$ cat config.mk
export PLATFORM = sky130hd
export DESIGN_NAME = servo_slew_pwm_multiplexer
export DESIGN_NICKNAME = d
export VERILOG_FILES = /design/src/rtl/core/ssp_pkg.sv /design/src/rtl/core/ssp_ram.sv /design/src/rtl/core/ssp_slew.sv /design/src/rtl/core/ssp_edge.sv /design/src/rtl/core/servo_slew_pwm_multiplexer.sv
export SDC_FILE = /design/constraint.sdc
export NUM_CORES = 1
export LEC_CHECK = 0
export ABC_AREA = 1
export BUFFER_PORTS_ARGS = -buffer_cell sky130_fd_sc_hd__buf_4
export CAP_MARGIN = 5
export CORE_MARGIN = 4
export CORE_UTILIZATION = 41
export CTS_CLUSTER_SIZE = 20
export DETAILED_ROUTE_END_ITERATION = 8
export GPL_TIMING_DRIVEN = 0
export SLEW_MARGIN = 20
export SYNTH_ARGS = -nofsm -noshare
export SYNTH_HDL_FRONTEND = slang
export SYNTH_HIERARCHICAL = 1
export SYNTH_SLANG_ARGS = --single-unit
$ cat constraint.sdc
create_clock -name clk -period 28.9 [get_ports clk]
set_clock_uncertainty 0.05 [all_clocks]
set_input_delay 0 -clock clk [delete_from_list [all_inputs] [get_ports clk]]
set_output_delay 0 -clock clk [all_outputs]
set_load 0.02 [all_outputs]
$ cat src/rtl/core/ssp_pkg.sv
package ssp_pkg;

  // number of servos and field widths
  localparam int SERVO_COUNT = 4;
  localparam int POS_W       = 15;
  localparam int STEP_W      = 15;
  localparam int SLOT_W      = 16;
  localparam int IDX_W       = 2;
  localparam int STEP_REGS   = 4;
  localparam int CFG_IDX_W   = 3;
  localparam int CFG_DATA_W  = 16;

  // derived control widths
  localparam int PTR_W       = (SERVO_COUNT > 1) ? $clog2(SERVO_COUNT) : 1;
  localparam int FRAME_EDGES = 2 * SERVO_COUNT;
  localparam int EDGE_W      = $clog2(FRAME_EDGES);

  // state row memory: one row holds every servo
  localparam int ROW_DEPTH   = 2;
  localparam int ROW_AW      = 1;
  localparam logic [ROW_AW-1:0] ROW_ADDR = '0;

  // reset values
  localparam logic [POS_W-1:0]  RESET_POSITION = 15'd1500;
  localparam logic [SLOT_W-1:0] SLOT_RESET     = 16'd5000;
  localparam logic [STEP_REGS-1:0][STEP_W-1:0] SLEW_RESET =
    {15'd40, 15'd20, 15'd5, 15'd500};

  // opcodes
  localparam logic OP_TICK       = 1'b0;
  localparam logic OP_SET_TARGET = 1'b1;

  // register indexes
  typedef enum logic [CFG_IDX_W-1:0] {
    REG_SLEW_0      = 3'd0,
    REG_SLEW_1      = 3'd1,
    REG_SLEW_2      = 3'd2,
    REG_SLEW_3      = 3'd3,
    REG_SLOT_PERIOD = 3'd4
  } cfg_reg_t;

  typedef logic [POS_W-1:0] pos_t;
  typedef pos_t [SERVO_COUNT-1:0] pos_row_t;
  typedef logic [STEP_REGS-1:0][STEP_W-1:0] step_bank_t;

  typedef struct packed {
    pos_row_t tgt;
    pos_row_t pos;
  } state_row_t;

  // frame sequencing state
  typedef struct packed {
    logic              low_phase;
    logic [PTR_W-1:0]  pointer;
    logic [EDGE_W-1:0] edge_count;
  } seq_t;

  typedef struct packed {
    logic             opcode;
    logic [IDX_W-1:0] servo_select;
    logic [POS_W-1:0] target_position;
  } in_word_t;

  typedef struct packed {
    logic [IDX_W-1:0]  servo_index;
    logic              pin_level;
    logic [SLOT_W-1:0] next_compare;
    logic              frame_done;
  } out_word_t;

  function automatic state_row_t reset_row();
    state_row_t r;
    for (int i = 0; i < SERVO_COUNT; i++) begin
      r.pos[i] = RESET_POSITION;
      r.tgt[i] = RESET_POSITION;
    end
    return r;
  endfunction

endpackage

$ cat src/rtl/core/ssp_ram.sv
module ssp_ram #(
  parameter int WIDTH = 8,
  parameter int DEPTH = 2
) (
  input  logic                                    clk,
  input  logic                                    we,
  input  logic [((DEPTH > 1) ? $clog2(DEPTH) : 1)-1:0] waddr,
  input  logic [WIDTH-1:0]                        wdata,
  input  logic [((DEPTH > 1) ? $clog2(DEPTH) : 1)-1:0] raddr,
  output logic [WIDTH-1:0]                        rdata
);

  logic [WIDTH-1:0] mem [DEPTH];

  // write port
  always_ff @(posedge clk) begin
    if (we) begin
      mem[waddr] <= wdata;
    end
  end

  // registered read, old data on a same-edge write
  always_ff @(posedge clk) begin
    rdata <= mem[raddr];
  end

endmodule

$ cat src/rtl/core/ssp_slew.sv
module ssp_slew (
  input  ssp_pkg::state_row_t row_in,
  input  ssp_pkg::step_bank_t steps,
  output ssp_pkg::pos_row_t   pos_out
);
  import ssp_pkg::*;

  // one slew lane per servo
  for (genvar g = 0; g < SERVO_COUNT; g++) begin : g_lane
    localparam int LANE_STEP = g % STEP_REGS;
    logic [POS_W-1:0] cur;
    logic [POS_W-1:0] tgt;
    logic [POS_W-1:0] step;
    logic [POS_W-1:0] dist_dn;
    logic [POS_W-1:0] dist_up;

    assign cur     = row_in.pos[g];
    assign tgt     = row_in.tgt[g];
    assign step    = steps[LANE_STEP];
    assign dist_dn = cur - tgt;
    assign dist_up = tgt - cur;

    // move toward target, close a short gap in one move
    always_comb begin
      if (cur > tgt) begin
        pos_out[g] = (dist_dn > step) ? cur - step : tgt;
      end else if (cur < tgt) begin
        pos_out[g] = (dist_up > step) ? cur + step : tgt;
      end else begin
        pos_out[g] = cur;
      end
    end
  end

endmodule

$ cat src/rtl/core/ssp_edge.sv
module ssp_edge (
  input  ssp_pkg::pos_row_t            pos,
  input  logic [ssp_pkg::SLOT_W-1:0]   slot_period,
  input  ssp_pkg::seq_t                seq,
  output ssp_pkg::seq_t                seq_nxt,
  output ssp_pkg::out_word_t           word
);
  import ssp_pkg::*;

  logic [PTR_W-1:0]  sel;
  logic [POS_W-1:0]  pos_sel;
  logic [SLOT_W-1:0] pos_ext;
  logic [EDGE_W:0]   edge_inc;
  logic              done;

  // servo in turn, out-of-range pointer falls back to servo 0
  assign sel = (int'(seq.pointer) < SERVO_COUNT) ? seq.pointer : '0;

  always_comb begin
    pos_sel = '0;
    for (int i = 0; i < SERVO_COUNT; i++) begin
      if (int'(sel) == i) begin
        pos_sel = pos[i];
      end
    end
  end

  assign pos_ext  = {{(SLOT_W-POS_W){1'b0}}, pos_sel};
  assign edge_inc = {1'b0, seq.edge_count} + (EDGE_W+1)'(1);
  assign done     = (int'(edge_inc) >= FRAME_EDGES);

  // edge value and next frame position
  always_comb begin
    seq_nxt = seq;
    word.servo_index = IDX_W'(sel);
    word.frame_done  = done;
    if (!seq.low_phase) begin
      word.pin_level    = 1'b1;
      word.next_compare = pos_ext;
      seq_nxt.low_phase = 1'b1;
    end else begin
      word.pin_level    = 1'b0;
      word.next_compare = (slot_period > pos_ext) ? slot_period - pos_ext : '0;
      seq_nxt.low_phase = 1'b0;
      seq_nxt.pointer   = sel + PTR_W'(1);
    end
    seq_nxt.edge_count = edge_inc[EDGE_W-1:0];
    if (done) begin
      seq_nxt.edge_count = '0;
      seq_nxt.pointer    = '0;
      seq_nxt.low_phase  = 1'b0;
    end
  end

endmodule

$ cat src/rtl/core/servo_slew_pwm_multiplexer.sv
// Throughput: one word per cycle unless a full output stalls; a set-target
// word gives no result, a tick word passes the input and output registers.
// Positions and targets of all servos sit in one row of a state memory,
// read on a registered port and forwarded when the previous word wrote it.
// Reset (rst_n low, synchronous) restores registers, positions, targets and
// the frame sequence at once: the memory row reads as reset until written.
module servo_slew_pwm_multiplexer (
  input  logic                              clk,
  input  logic                              rst_n,
  input  logic                              in_valid,
  output logic                              in_stall,
  input  ssp_pkg::in_word_t                 in_data,
  output logic                              out_valid,
  input  logic                              out_stall,
  output ssp_pkg::out_word_t                out_data,
  input  logic                              cfg_we,
  input  logic [ssp_pkg::CFG_IDX_W-1:0]     cfg_index,
  input  logic [ssp_pkg::CFG_DATA_W-1:0]    cfg_wdata
);
  import ssp_pkg::*;

  step_bank_t        steps_r;
  logic [SLOT_W-1:0] slot_r;
  logic              s1_valid_r;
  in_word_t          s1_word_r;
  logic              fwd_r;
  state_row_t        fwd_row_r;
  logic              row_valid_r;
  seq_t              seq_r;
  seq_t              seq_nxt;
  logic              out_valid_r;
  out_word_t         out_data_r;
  state_row_t        ram_rdata;
  state_row_t        row_cur;
  state_row_t        row_wr;
  pos_row_t          pos_new;
  out_word_t         edge_word;
  logic              is_set;
  logic              fire;
  logic              accept;

  // configuration registers
  always_ff @(posedge clk) begin
    if (!rst_n) begin
      steps_r <= SLEW_RESET;
      slot_r  <= SLOT_RESET;
    end else if (cfg_we) begin
      case (cfg_index)
        REG_SLEW_0:      steps_r[0] <= cfg_wdata[STEP_W-1:0];
        REG_SLEW_1:      steps_r[1] <= cfg_wdata[STEP_W-1:0];
        REG_SLEW_2:      steps_r[2] <= cfg_wdata[STEP_W-1:0];
        REG_SLEW_3:      steps_r[3] <= cfg_wdata[STEP_W-1:0];
        REG_SLOT_PERIOD: slot_r     <= cfg_wdata[SLOT_W-1:0];
        default: ;
      endcase
    end
  end

  // handshake: stage one waits only for a full, stalled output word
  assign is_set   = (s1_word_r.opcode == OP_SET_TARGET);
  assign fire     = s1_valid_r && (is_set || !out_valid_r || !out_stall);
  assign in_stall = s1_valid_r && !fire;
  assign accept   = in_valid && !in_stall;

  always_ff @(posedge clk) begin
    if (!rst_n) begin
      s1_valid_r <= 1'b0;
    end else if (!in_stall) begin
      s1_valid_r <= in_valid;
    end
  end

  always_ff @(posedge clk) begin
    if (accept) begin
      s1_word_r <= in_data;
    end
  end

  // state row memory
  ssp_ram #(
    .WIDTH($bits(state_row_t)),
    .DEPTH(ROW_DEPTH)
  ) u_row_ram (
    .clk  (clk),
    .we   (fire),
    .waddr(ROW_ADDR),
    .wdata(row_wr),
    .raddr(ROW_ADDR),
    .rdata(ram_rdata)
  );

  // forward a row written on the edge that captured the read
  always_ff @(posedge clk) begin
    if (!rst_n) begin
      fwd_r       <= 1'b0;
      row_valid_r <= 1'b0;
    end else begin
      fwd_r <= fire;
      if (fire) begin
        row_valid_r <= 1'b1;
      end
    end
  end

  always_ff @(posedge clk) begin
    if (fire) begin
      fwd_row_r <= row_wr;
    end
  end

  always_comb begin
    if (fwd_r) begin
      row_cur = fwd_row_r;
    end else if (row_valid_r) begin
      row_cur = ram_rdata;
    end else begin
      row_cur = reset_row();
    end
  end

  ssp_slew u_slew (
    .row_in (row_cur),
    .steps  (steps_r),
    .pos_out(pos_new)
  );

  // modified row: new target or slewed positions
  always_comb begin
    row_wr = row_cur;
    if (is_set) begin
      for (int i = 0; i < SERVO_COUNT; i++) begin
        if (int'(s1_word_r.servo_select) == i) begin
          row_wr.tgt[i] = s1_word_r.target_position;
        end
      end
    end else begin
      row_wr.pos = pos_new;
    end
  end

  ssp_edge u_edge (
    .pos        (pos_new),
    .slot_period(slot_r),
    .seq        (seq_r),
    .seq_nxt    (seq_nxt),
    .word       (edge_word)
  );

  // frame sequence
  always_ff @(posedge clk) begin
    if (!rst_n) begin
      seq_r <= '0;
    end else if (fire && !is_set) begin
      seq_r <= seq_nxt;
    end
  end

  // output register
  always_ff @(posedge clk) begin
    if (!rst_n) begin
      out_valid_r <= 1'b0;
    end else if (fire && !is_set) begin
      out_valid_r <= 1'b1;
    end else if (!out_stall) begin
      out_valid_r <= 1'b0;
    end
  end

  always_ff @(posedge clk) begin
    if (fire && !is_set) begin
      out_data_r <= edge_word;
    end
  end

  assign out_valid = out_valid_r;
  assign out_data  = out_data_r;

endmodule

==> results.md, run 1 <==
* ANT nets after route at 0
* Non-filler cells, final at 7169
* Syn. warnings at 6
* Total vias in the final route at 37900
* Post-synth cell types at 60
* CTS tree: done
* Tcrit/Tclk final at 0.286
* CP startpoint kind: flip-flop
* Worst Path Required at 29190 ps
* Status: finished clean
* CTS Sinks at 604
* Simple-Gate Fraction of Synth Area at 0.259
* Vias/cell at 5.28
* Post-synthesis xor/xnor area fraction at 0.0350
* First-pass GRT wire length at 213 mm
* Post-synthesis mux area share at 0
* Core area at 102000 sq um
* Clock Latency Late Sink at 620 ps
* Largest net degree at the start of global routing at 121
* Critical Path Start: fwd_r$_SDFF_PN0_
* Clk root buf: clkbuf_16
* Area delta synth->final at 11.9%
* Clock transition at path regs at 60 ps
* Worst path slowest cell: o21ai_0
* Synth area leader: edfxtp_1
* Initial antenna violation count at 5
* HP Class: in2reg
* Final Hold Viols at 0
* Site row count at 117
* Adder-cell share of the synthesized area at 0.117
* Initial Util at 0.413
* Commonest cells in the netlist: 1806 x nand2_1, 647 x inv_1, 426 x nor2_1
* Worst Setup Path Type: reg2reg
* Total negative slack at 0 ps
* IO Port Bufs at 60
* #FFs+latches synth at 604
* Die Y at 328 microns
* CP Max Fanout at 10
* CTS Buffer Depth at 3
* CP dominant cell by count: nand2_1
* Delay of the slowest critical-path stage at 610 ps
* Setup slack at placement at 20840 ps
* Mean post-synth cell area at 7.55 sq um
* Synth area leaders: edfxtp_1 28%, nand2_1 16%, ha_1 11%, dfxtp_1 9.8%, inv_1 5.8%
* Top-count cell post-synth: nand2_1
* First-pass DRT Iterations at 6
* Minimum clock period at 8260 ps
* Share of cells above drive strength 1 at 0.0726
* # DRC at 0
* FFs w/ async S/R, synth at 0
* RR Startpoint: fwd_r$_SDFF_PN0_
* Sequential share of the synthesized area at 0.383
* Hold Startpoint: in_data[11]
* Power Dens Cells at 68.8 nW/um^2
* H-tree levels at 3
* Post-synth EDFFs at 398
* Maxcap violations at 0
* Num CTS Buffers at 67
* Dpl hpwl at 115 mm
* Critical path arrival at 8540 ps
* Post CTS Setup Buffer Count at 0
* Chip width at 328 microns
* Routed wire per std cell at 20.3 microns
* Nets@finish at 6167
* Die Area at 108000 sq um
* Top cell type's share of synthesized area at 0.285
* Fmax achieved at 0.121 GHz
* Number of fill cells in the layout at 10200
* Routability-driven placement congestion ratio at 0.983
* Vias in the first global route at 34900
* Routed WL at 146 mm
* Largest family of logic cells by synthesized area: simple AND/OR/NAND/NOR gates
* Gr usage total at 0.261
* Compound-Gate Fraction of Synth Area at 0.118
* Finish-stage setup viols at 0
* Mapped cell area at 42000 sq um
* GRT Residual Overflow at 0
* Unrepaired setup endpoints after global routing: no
* Crit end category: flip-flop
* Tightest Pin Transition at 917 ps
* Slew HR at 0.388
* Placed insts at 7000
* Final slew viol count at 0
* Initial detailed-routing violation count at 3836
* Io pins at 64
* Final worst slack at 20640 ps
* Pleak at 22.1 nW
* Gate Count Post-Synth at 5559
* Main synth FF type: edfxtp_1
* Worst VDD drop at 0.0563 mV
==> layout by cell type (no fill, tap or decap), types with 5 or more instances in the layout <==
| cell | n |
|---|---|
| or2_2 | 8 |
| clkbuf_2 | 6 |
| nor2_2 | 8 |
| ha_1 | 364 |
| nand3b_1 | 16 |
| fa_1 | 17 |
| xor2_1 | 142 |
| conb_1 | 6 |
| nand3_1 | 257 |
| o21ai_1 | 29 |
| buf_4 | 100 |
| dlygate4sd3_1 | 43 |
| clkbuf_16 | 70 |
| buf_2 | 112 |
| a21o_1 | 14 |
| clkbuf_8 | 9 |
| dfxtp_1 | 206 |
| nor2_1 | 425 |
| nand2_2 | 21 |
| clkinv_1 | 7 |
| nor3_1 | 39 |
| a21boi_0 | 5 |
| nand4_1 | 71 |
| a21oi_2 | 9 |
| clkbuf_1 | 73 |
| and2_1 | 7 |
| a21oi_1 | 308 |
| edfxtp_1 | 398 |
| nand2_1 | 1806 |
| xnor2_1 | 26 |
| a31oi_1 | 35 |
| inv_1 | 646 |
| o21ai_0 | 241 |
| buf_6 | 11 |
| buf_12 | 5 |
| o21a_1 | 60 |
| o211ai_1 | 83 |
| inv_2 | 14 |
| o21bai_1 | 34 |
==> routing by layer <==
layer	GRT usage	routed length, microns	vias up
met5	0	13	-
li1	-	-	18500
met4	0.0867	5100	2
met1	0.362	64000	17700
met2	0.428	66200	1454
met3	0.0290	10300	215
==> registers in the layout, indices dropped and copies added, names as in the netlist, 6 cells and up <==
register	count
u_row_ram/mem	240
fwd_row_r	120
u_row_ram/rdata	120
steps_r	60
out_data	20
s1_word_r	17
slot_r	16
seq_r	6
==> metrics by stage <==
stage | hold WS, ps | power [mW] | utilization | area [sq um]
finish | 52.4 | 3.23 | 0.462 | 47000
global route | 42.6 | 3.42 | 0.462 | 47000
CTS | 22.2 | 3.21 | 0.462 | 47000
detailed placement | 129 | 2.35 | 0.436 | 44300
global placement | 129 | 2.34 | 0.434 | 44200
floorplan | 48.9 | 1.93 | - | 42000
==> cells by family (layout without fill, tap and decap cells) <==
family	after synthesis	in the layout
AO/OA/AOI/OAI	845	845
flip-flops	604	604
AND/OR/NAND/NOR	2677	2677
XOR/XNOR	168	168
adder cells (fa/ha/maj)	381	381
buffers and inverters	883	1118
other	1	8
==> power by group <==
part           internal, mW  switching (mW)  total (mW)  leakage (nW)
combinational         0.419           0.937        1.36          15.7
clock                 0.509           0.349       0.858          1.07
sequential            0.997          0.0208        1.02          5.39
==> cell type report <==
type                       instances  area, sq um  share of cell area
tap                             1368         1710              0.0364
buffer                           219         1220              0.0259
clock buffer                     105         1970              0.0420
sequential                       604        16100               0.342
multi-input combinational       4077        22200               0.473
timing repair buffer             111         1050              0.0223
inverter                         664         2500              0.0532
antenna                            2         5.00            0.000106
clock inverter                    19          248             0.00527
==> repair_timing <==
item                                    4_1_cts  5_1_grt
endpoints found under the setup margin        0        0
hold buffers                                 43        0
hold endpoints to repair                     97        0
resized for setup                             0        0
==> path summary, 6_finish.rpt <==
kind                                      end  slack (ps)  depth (start not counted)
setup / recovery        out_data[6]$_DFFE_PP_       20640                         37
hold / removal        s1_word_r[11]$_DFFE_PP_          50                          2
setup reg to reg        out_data[6]$_DFFE_PP_       20640                         37
hold reg to reg   u_row_ram/rdata[10]$_DFF_P_         370                          2
==> worst max-delay path, delay by kind of cell, from the launching register on <==
family	cells	cell delay, ps
fa+ha+maj	3	1020
xor+xnor	1	170
flops	1	330
simple gates	16	2330
buf+inv	8	1420
compound gates	9	2630
Power figures use the tool's default switching activity.
==> run 2: changes to the inputs <==
Clock period 28.9 ns to 8.3 ns, I/O delays scaled along.
==> run 2 against run 1 <==
Effect of this change:
- fmax rose by 4.3%
- combinational power rose to 3.5 times the previous value
- sequential share of layout area fell by 0.16 points
- sequential power rose to 3.5 times the previous value
- non-clock buffer count fell by 1
- critical path type unchanged
- worst hold slack got worse by 14 ps
- final area rose by 0.48%
- highest routed layer is now met4
- flip-flop and latch count did not move
- largest power group unchanged
- register-to-register slack got worse by 20000 ps
- clock power rose to 3.7 times the previous value
- setup slack got worse by 20000 ps
==> results.md, run 2 (synthesis results as in run 1) <==
* H-tree levels at 3
* # DRC at 0
* Initial antenna violation count at 4
* Unrepaired setup endpoints after global routing: no
* CP dominant cell by count: nand2_1
* Final Hold Viols at 0
* Share of cells above drive strength 1 at 0.0764
* Initial Util at 0.413
* Io pins at 64
* Dpl hpwl at 117 mm
* Clk root buf: clkbuf_16
* Site row count at 117
* Chip width at 328 microns
* Status: finished clean
* Family with the most delay on the worst path: compound AO/OA/AOI/OAI gates
* Most flops, register: u_row_ram/mem
* Minimum clock period at 7920 ps
* CP startpoint kind: flip-flop
* Pleak at 22.3 nW
* Routed WL at 147 mm
* Fmax achieved at 0.126 GHz
* HP Class: in2reg
* CTS Buffer Depth at 3
* Num CTS Buffers at 68
* Final core utilization at 0.464
* Maxcap violations at 0
* Critical path arrival at 8200 ps
* First-pass DRT Iterations at 6
* Die Area at 108000 sq um
* Hold Slack at 38.1 ps
* Vias in the first global route at 35600
* Placed insts at 6999
* Largest net degree at the start of global routing at 121
* Gr usage total at 0.266
* Worst path slowest cell: o21ai_0
* Routed wire per std cell at 20.5 microns
* Number of buffers and inverters on the critical path at 6
* CTS Sinks at 604
* Non-filler cells, final at 7168
* ANT nets after route at 0
* Total vias in the final route at 37800
* Commonest non-fill, non-tap cells in the layout: 1805 x nand2_1, 646 x inv_1, 425 x nor2_1, 398 x edfxtp_1, 364 x ha_1
* Initial detailed-routing violation count at 3762
* Crit end category: flip-flop
* Finish-stage setup viols at 0
* Routability-driven placement congestion ratio at 0.978
* Worst Path Required at 8590 ps
* CTS tree: done
* Biggest registers after layout: u_row_ram/mem x240, fwd_row_r x120, u_row_ram/rdata x120
* Power Dens Cells at 244 nW/um^2
* Nets@finish at 6167
* Tightest Pin Transition at 958 ps
* Post CTS Setup Buffer Count at 0
* GRT Residual Overflow at 0
* First-pass GRT wire length at 218 mm
* Area delta synth->final at 12.5%
* CP Max Fanout at 10
* Final slew viol count at 0
* Tcrit/Tclk final at 0.954
* IO Port Bufs at 60
* Clock Latency Late Sink at 630 ps
* Most common cell after layout, fill and taps aside: nand2_1
* Worst VDD drop at 0.162 mV
* Worst Setup Path Type: reg2reg
* Die Y at 328 microns
* Clock transition at path regs at 60 ps
* Slew HR at 0.355
* Core area at 102000 sq um
* Delay of the slowest critical-path stage at 580 ps
* Vias/cell at 5.27
* Max reg flops at 240
run 2: final cells by class:
type / count / area [sq um]
inverters: 664 / 2500
fillers: 10200 / 54500
well taps: 1368 / 1710
repair buffers: 110 / 1050
diodes: 1 / 2.50
clock buffers: 99 / 1980
clock inverters: 26 / 427
plain buffers: 219 / 1220
multi-input cells: 4077 / 22300
flip-flops and latches: 604 / 16100
run 2: routing by layer:
layer	routed length (microns)	global-route usage
met3	9820	0.0351
met2	66600	0.432
met5	0	0
met4	5080	0.0906
met1	65600	0.367
run 2: path summary, 6_finish.rpt:
check,from,endpoint,slack (ps),cells after the start
setup reg to reg,fwd_r$_SDFF_PN0_,out_data[6]$_DFFE_PP_,380,34
hold reg to reg,u_row_ram/mem[0][102]$_DFFE_PP_,u_row_ram/rdata[102]$_DFF_P_,370,2
setup / recovery,fwd_r$_SDFF_PN0_,out_data[6]$_DFFE_PP_,380,34
hold / removal,in_data[2],s1_word_r[2]$_DFFE_PP_,40,2
run 2: metrics by stage:
stage	worst slack, ps	power, mW	instance area, sq um	TNS, ps
floorplan	1220	6.73	42000	0
global placement	-3830	8.19	44200	-457200
detailed placement	94.5	8.22	44400	0
CTS	47.9	11.4	47200	0
global route	12.9	12.2	47200	0
finish	382	11.5	47200	0
run 2: worst register-to-register path: cells and delay by family (launching register included):
kind / cells / cell delay (ps)
AO/OA/AOI/OAI: 9 / 2380
XOR/XNOR: 1 / 130
adder cells (fa/ha/maj): 3 / 1120
buffers and inverters: 6 / 1280
flip-flops: 1 / 370
AND/OR/NAND/NOR: 15 / 2310
run 2: report_power, final:
group | switching, mW | internal (mW) | total (mW)
Combinational | 3.33 | 1.46 | 4.79
Sequential | 0.0726 | 3.47 | 3.55
Clock | 1.26 | 1.94 | 3.20
Total | 4.66 | 6.88 | 11.5
run 2: timing repair:
| item | 4_1_cts | 5_1_grt |
|---|---|---|
| setup endpoints to repair | 0 | 16 |
| resized for setup | 0 | 18 |
| endpoints found under the hold margin | 97 | 0 |
| hold buffers | 43 | 0 |
